[src/rtl/tcce_pkg.sv]
// Shared types and constants of the text console cursor engine.
// Holds the request and response payload structs, command and control codes.
// Has no dependencies; every other file of the block uses it.
package tcce_pkg;

  // Default screen geometry.
  localparam int DEF_COLUMNS = 80;
  localparam int DEF_ROWS    = 25;

  // Field widths fixed by the interface.
  localparam int CMD_W   = 3;
  localparam int CHAR_W  = 8;
  localparam int ATTR_W  = 8;
  localparam int COL_W   = 8;
  localparam int ROW_W   = 6;
  localparam int LIN_W   = 14;
  localparam int CELL_W  = CHAR_W + ATTR_W;
  localparam int CFG_DW  = 32;
  localparam int PADDR_W = 2;

  // Register map.
  localparam logic [PADDR_W-1:0] REG_TEXT_ATTR = 2'd0;

  // Commands.
  localparam logic [CMD_W-1:0] CMD_PUT_CHAR    = 3'd0;
  localparam logic [CMD_W-1:0] CMD_SET_CELL    = 3'd1;
  localparam logic [CMD_W-1:0] CMD_MOVE_CURSOR = 3'd2;
  localparam logic [CMD_W-1:0] CMD_CLEAR       = 3'd3;
  localparam logic [CMD_W-1:0] CMD_SCROLL      = 3'd4;
  localparam logic [CMD_W-1:0] CMD_READ_CELL   = 3'd5;

  // Control characters handled by put_char.
  localparam logic [CHAR_W-1:0] CH_BACKSPACE = 8'd8;
  localparam logic [CHAR_W-1:0] CH_TAB       = 8'd9;
  localparam logic [CHAR_W-1:0] CH_NEWLINE   = 8'd10;
  localparam logic [CHAR_W-1:0] CH_RETURN    = 8'd13;

  localparam logic [CHAR_W-1:0] BLANK_CHAR = 8'h20;
  localparam logic [ATTR_W-1:0] RESET_ATTR = 8'h0A;

  // Tab stops every eight columns; the column sum carries one extra bit.
  localparam logic [COL_W:0] TAB_STEP = 9'd8;
  localparam logic [COL_W:0] TAB_MASK = ~9'd7;

  typedef struct packed {
    logic [CMD_W-1:0]  command;
    logic [CHAR_W-1:0] char_code;
    logic [COL_W-1:0]  column;
    logic [7:0]        row;
    logic [ATTR_W-1:0] cell_attribute;
  } in_req_t;

  typedef struct packed {
    logic [COL_W-1:0]  cursor_column;
    logic [ROW_W-1:0]  cursor_row;
    logic [LIN_W-1:0]  cursor_linear;
    logic [CHAR_W-1:0] read_char;
    logic [ATTR_W-1:0] read_attribute;
  } out_rsp_t;

  function automatic logic [CELL_W-1:0] make_cell(input logic [CHAR_W-1:0] ch,
                                                 input logic [ATTR_W-1:0] attr);
    make_cell = {attr, ch};
  endfunction

endpackage

[src/rtl/tcce_addr_map.sv]
// Maps a screen position to a linear cell address.
// The row is rotated by a row offset modulo ROWS before row * COLUMNS + column.
// Depends on tcce_pkg for the coordinate widths.
module tcce_addr_map #(
  parameter int COLUMNS = tcce_pkg::DEF_COLUMNS,
  parameter int ROWS    = tcce_pkg::DEF_ROWS
) (
  input  logic [tcce_pkg::COL_W-1:0]      col,
  input  logic [tcce_pkg::ROW_W-1:0]      row,
  input  logic [tcce_pkg::ROW_W-1:0]      offset,
  output logic [$clog2(COLUMNS*ROWS)-1:0] addr
);

  localparam int AW    = $clog2(COLUMNS * ROWS);
  localparam int ROW_W = tcce_pkg::ROW_W;
  localparam int LIN_W = tcce_pkg::LIN_W;

  logic [ROW_W:0]   row_sum;
  logic [ROW_W-1:0] prow;
  logic [LIN_W-1:0] lin;

  always_comb begin
    row_sum = {1'b0, row} + {1'b0, offset};
    if (row_sum >= (ROW_W+1)'(ROWS)) begin
      prow = ROW_W'(row_sum - (ROW_W+1)'(ROWS));
    end else begin
      prow = row_sum[ROW_W-1:0];
    end
    lin  = LIN_W'(prow) * LIN_W'(COLUMNS) + LIN_W'(col);
    addr = lin[AW-1:0];
  end

endmodule

[config.mk]
export PLATFORM = sky130hd
export DESIGN_NAME = tcce_addr_map
export DESIGN_NICKNAME = d
export VERILOG_FILES = /design/src/rtl/tcce_pkg.sv /design/src/rtl/tcce_addr_map.sv
export SDC_FILE = /design/constraint.sdc
export NUM_CORES = 1
export LEC_CHECK = 0
export CORE_MARGIN = 1
export CORE_UTILIZATION = 30
export DETAILED_ROUTE_END_ITERATION = 10
export DONT_BUFFER_PORTS = 1
export PLACE_DENSITY = 0.5
export SYNTH_ARGS = -nofsm -noshare
export SYNTH_HDL_FRONTEND = slang
export SYNTH_SLANG_ARGS = --single-unit
[constraint.sdc]
create_clock -name vclk -period 4.5
set_input_delay 0.225 -clock vclk [all_inputs]
set_output_delay 0.225 -clock vclk [all_outputs]
set_load 0.01 [all_outputs]
==> results of run 1 <==
area by class of cell:
type | count | area, sq um
Fill cell | 332 | 2051
Multi-Input combinational cell | 102 | 900.9
Tap cell | 44 | 55.05
Timing Repair Buffer | 5 | 37.54
Inverter | 9 | 33.78
placed cells by master, fill, tap and decap left out, types with 5 or more instances in the layout:
master    n
xor2_1    8
nand3_1   5
nand2_1  10
a21oi_1   7
buf_4     5
ha_1     18
inv_1     9
nor2_1    6
xnor2_1   8
worst paths after layout:
path              startpoint      end  depth (start not counted)  slack (ns)
setup / recovery   offset[0]  addr[8]                         15        0.25
hold / removal        col[0]  addr[0]                          0        0.45
report_power, final:
| group | switching (uW) | internal, uW | total [uW] |
|---|---|---|---|
| Clock | 0 | 0 | 0 |
| Sequential | 0 | 0 | 0 |
| Combinational | 408 | 341 | 750 |
cells by family (layout without fill, tap and decap cells):
family / Yosys count / in the layout
buf+inv: 16 / 14
xor+xnor: 19 / 19
compound gates: 30 / 30
simple gates: 31 / 31
mux: 2 / 2
fa+ha+maj: 20 / 20
per-layer routing:
metal	vias up	routed length, um
met5	-	0
met4	0	0
met3	0	100
met2	21	874
met1	361	904
li1	431	-
critical path, stage by stage:
cell      delay, ns
ha_1           0.15
inv_1          0.06
fa_1           0.39
nand2b_1       0.21
a21oi_4        0.16
xnor2_2        0.13
o311ai_4       0.41
nand2_1        0.17
xor2_1         0.18
ha_1           0.33
fa_1           0.63
inv_1          0.14
or3_1          0.36
a211o_2        0.30
o311ai_0       0.19
per-stage QoR:
stage                     instances  setup TNS, ns
after CTS                       160              0
after global placement          160              0
after detailed placement        160              0
after global routing            160      -0.005230
final                           160              0
after floorplan                 118              0
==> impl_summary.txt, run 1 <==
----------------------------------------------------
[Run status]
  Outcome ... complete, no violations

[Placed design]
  Global placement routability congestion ... 0.8590
  Place WS ... 0.1097 ns
  Placed Area ... 0.001020 sq mm
  I/O Buffers ... 0
  Sum of net half-perimeters after detailed placement ... 1.577 mm

[Yosys]
  Portion of netlist area occupied by mux cells ... 2.554%
  Post-Synth Adder-Cell Area ... 27.08%
  Average size of a mapped cell ... 8.302 sq um
  Leading cell types by total area after synthesis ... ha_1, xnor2_1, xor2_1
  Most frequently used cell type in the post-synthesis netlist ... ha_1
  Post-synthesis share of cell area spent on and, or, nand and nor gates ... 14.81%
  Post-Syn Nets ... 158
  Number of warnings printed during yosys synthesis ... 0
  Mapped cell area ... 979.7 sq um
  Cell taking the most area after synthesis ... ha_1
  Main combinational cell family by area after synthesis ... adder cells
  Part of the Yosys area used for sequential elements ... 0%
  Library cells used by synthesis ... 40
  Commonest cells in the netlist ... ha_1, nand2_1, inv_1, xnor2_1, xor2_1
  Mapped Cells ... 118
  Compound-gate portion of the synthesized area ... 26.44%
  Yosys top cell area share ... 22.99%
  Synthesized-area fraction occupied by xor and xnor cells ... 20.31%

[Setup path]
  Largest fanout of any net on the critical path ... 7
  CP Capture Type ... output port
  Worst EP arrival ... 4.02 ns
  Startpoint type of the worst setup path ... input pin
  Required time of the critical path ... 4.28 ns
  Kind of critical path ... input pin to output port

[Clock network]
  Post-CTS Hold Buffers ... 0
  Cells resized by post-CTS repair ... 0
  Post-CTS Setup Bufs ... 0

[Pwr]
  Leakage power total ... 0.0004610 uW
  Post-layout total power ... 749.6 uW
  Pwr dens ... 729.7 mW/mm^2
  Largest voltage drop on the vdd net ... 0.2865 mV

[GRT]
  Antenna violations before repair ... 0
  Via count of the first global-routing pass ... 770
  Total global-route track usage ... 11.70%
  Gr ovfl total ... 0
  Maximum number of pins on one net before global-route repair ... 13
  Wire length of the first global-routing pass ... 3.325 mm
  Met3 global-route usage ... 0.6550%
  Met1 Usage GRT ... 15.85%
  Peak-usage layer in the global routing report ... met2
  Met2 capacity usage during global routing ... 21.43%

[Routing]
  Initial DRT Pass Iterations ... 4
  Number of vias after detailed routing ... 813
  Average via count per standard cell ... 5.081
  Routed length per instance ... 11.74 um
  Iteration-0 DRC Markers ... 20
  Final ANT Viol Nets ... 0
  Number of remaining DRC errors ... 0
  Wire length after detailed routing ... 1.878 mm

[Layout]
  Layout overhead on the synthesized area ... 4.854%
  Layout cells sized above 1 ... 14.66%
  Storage cell area ... 0 sq um
  Fin util ... 33.37%
  Clock buffer count ... 0
  Number of flip-flops and latches ... 0
  Finished Cell Area ... 0.001027 sq mm
  Net count, final ... 158
  Antenna Cells ... 0

[STA]
  Number of hold-slack violations in the final timing report ... 0
  Worst Max-Slew Pin Slew ... 0.6573 ns
  Shortest clock period the worst path allows after layout ... 4.246 ns
  Share of the clock period used by the worst path after layout ... 94.36%
  Achievable Freq ... 0.2355 GHz
  Final setup fails ... 0
  Smallest hold slack ... 0.4500 ns
  Worst-case headroom to the max-slew limit ... 55.62%
  Final-report max-slew violation count ... 0
  Least setup slack across all paths after layout ... 0.2540 ns

[Floorplan]
  Starting density of the core ... 31.83%
  Number of primary I/O pins ... 31
  Area of the die ... 0.003498 sq mm
  Site Rows ... 20
  Die span in y ... 59.15 um
  Core footprint ... 0.003078 sq mm
  Width of the chip ... 59.15 um

[Min path]
  Hold crit path type ... input pin to output port

[Job]
  Maximum capacitance violations ... 0

----------------------------------------------------
No activity file was read; power rests on OpenSTA's default activity.
==> run 2, diff against run 1 <==
--- a/config.mk
+++ b/config.mk
@@ -9,6 +9,7 @@
 export CORE_UTILIZATION = 30
 export DETAILED_ROUTE_END_ITERATION = 10
 export DONT_BUFFER_PORTS = 1
+export MAX_ROUTING_LAYER = met4
 export PLACE_DENSITY = 0.5
 export SYNTH_ARGS = -nofsm -noshare
 export SYNTH_HDL_FRONTEND = slang
==> impl_summary.txt, run 2 (same netlist as run 1, synthesis figures left out) <==
----------------------------------------------------
[Run status]
  Outcome ... complete, no violations

[STA]
  Worst-case headroom to the max-slew limit ... 55.62% (unchanged)
  Final setup fails ... 0 (unchanged)
  Sum of negative setup slack ... 0 ns (unchanged)
  Final-report max-slew violation count ... 0 (unchanged)
  Share of the clock period used by the worst path after layout ... 94.36% (unchanged)
  Number of hold-slack violations in the final timing report ... 0 (unchanged)
  Shortest clock period the worst path allows after layout ... 4.246 ns (unchanged)
  Worst Max-Slew Pin Slew ... 0.6573 ns (+0.00000005960 ns)
  Achievable Freq ... 0.2355 GHz (unchanged)
  Smallest hold slack ... 0.4500 ns (unchanged)

[Job]
  Maximum capacitance violations ... 0 (unchanged)

[Routing]
  Routed length per instance ... 11.77 um (+0.27%)
  Number of remaining DRC errors ... 0 (unchanged)
  Number of vias after detailed routing ... 815 (+0.25%)
  Wire length after detailed routing ... 1.883 mm (+0.27%)
  Average via count per standard cell ... 5.094 (+0.25%)
  Final ANT Viol Nets ... 0 (unchanged)
  Initial DRT Pass Iterations ... 4 (unchanged)
  Iteration-0 DRC Markers ... 20 (unchanged)

[Setup path]
  Cells along the critical path ... ha_1, inv_1, fa_1, nand2b_1, a21oi_4, xnor2_2, o311ai_4, nand2_1, xor2_1, ha_1, fa_1, inv_1, or3_1, a211o_2, o311ai_0
  Buf/Inv on CP ... 2 (unchanged)
  Cell family with most CP delay ... adder cells
  Required time of the critical path ... 4.28 ns (about the same)
  Delay contributed by the slowest stage of the critical path ... 0.63 ns (about the same)
  Largest fanout of any net on the critical path ... 7 (unchanged)
  Kind of critical path ... input pin to output port
  Startpoint type of the worst setup path ... input pin
  Worst EP arrival ... 4.02 ns (about the same)
  Worst path slowest cell ... fa_1
  CP Capture Type ... output port

[Layout]
  Net count, final ... 158 (unchanged)
  Antenna Cells ... 0 (unchanged)
  Clock buffer count ... 0 (unchanged)
  Layout overhead on the synthesized area ... 4.854% (unchanged)
  Combined area of the multi-input logic cells ... 900.9 sq um (unchanged)
  Number of flip-flops and latches ... 0 (unchanged)
  FILL cells ... 332 (unchanged)
  Storage cell area ... 0 sq um (unchanged)
  Most frequent standard cell in the layout excluding fill and tap cells ... ha_1
  Most frequent cells in the layout ... ha_1, nand2_1, inv_1, xor2_1, xnor2_1
  Layout cells sized above 1 ... 14.66% (unchanged)

[GRT]
  Maximum number of pins on one net before global-route repair ... 13 (unchanged)
  Wire length of the first global-routing pass ... 3.325 mm (unchanged)
  Antenna violations before repair ... 0 (unchanged)
  Met3 global-route usage ... 0.2183% (-0.44 points)
  Total global-route track usage ... 12.05% (+0.35 points)
  Met2 capacity usage during global routing ... 21.43% (unchanged)
  Gr ovfl total ... 0 (unchanged)
  Peak-usage layer in the global routing report ... met2
  Via count of the first global-routing pass ... 770 (unchanged)
  Met1 Usage GRT ... 16.12% (+0.26 points)

[Clock network]
  Post-CTS Setup Bufs ... 0 (unchanged)

[Floorplan]
  Site Rows ... 20 (unchanged)
  Core footprint ... 0.003078 sq mm (unchanged)
  Width of the chip ... 59.15 um (unchanged)
  Area of the die ... 0.003498 sq mm (unchanged)
  Starting density of the core ... 31.83% (unchanged)
  Die span in y ... 59.15 um (unchanged)
  Number of primary I/O pins ... 31 (unchanged)

[Pwr]
  Pwr dens ... 729.7 mW/mm^2 (about the same)
  Largest voltage drop on the vdd net ... 0.2865 mV (about the same)
  Leakage power total ... 0.0004610 uW (unchanged)

[Placed design]
  Global placement routability congestion ... 0.8728 (+1.6%)
  Sum of net half-perimeters after detailed placement ... 1.577 mm (unchanged)
  I/O Buffers ... 0 (unchanged)

[Min path]
  Hold crit path type ... input pin to output port

----------------------------------------------------
[run 2: cell counts in the layout (fill, tap and decap cells not counted)]
No cell type changed its count.
[run 2: stage by stage]
| stage | area [sq um] | util, % | worst slack (ns) | cells | power (uW) |
|---|---|---|---|---|---|
| after floorplan | 979.7 | - | 0.3241 | 118 | 583.2 |
| after global placement | 1020 | 33.13 | 0.2063 | 160 | 728.4 |
| after detailed placement | 1020 | 33.13 | 0.1097 | 160 | 737.2 |
| after CTS | 1020 | 33.13 | 0.1106 | 160 | 743.7 |
| after global routing | 1027 | 33.37 | -0.005230 | 160 | 841.5 |
| final | 1027 | 33.37 | 0.2540 | 160 | 749.6 |
[run 2: report_power, final]
part,leakage (uW),internal [uW],switching (uW)
clock network,0,0,0
registers,0,0,0
logic,0.000461,341,408
[run 2: final timing paths]
check	slack (ns)	endpoint	start	cells past startpoint
setup / recovery	0.25	addr[8]	offset[0]	15
hold / removal	0.45	addr[0]	col[0]	0
[run 2: cell type report]
class | count | area share, %
Tap cell | 44 | 5.359
Timing Repair Buffer | 5 | 3.654
Multi-Input combinational cell | 102 | 87.70
Inverter | 9 | 3.289
[run 2: per-layer routing]
metal  routed length, um  part of all wire [%]
met1                 914                    49
met2                 879                    47
met3                  90                   4.8
met4                   0                     0
met5                   0                     0
[run 2: repair_timing]
item | 4_1_cts | 5_1_grt
gates resized for setup | 0 | 2
endpoints found under the setup margin | 0 | 2
hold buffers | 0 | 0
hold endpoints to repair | 0 | 0
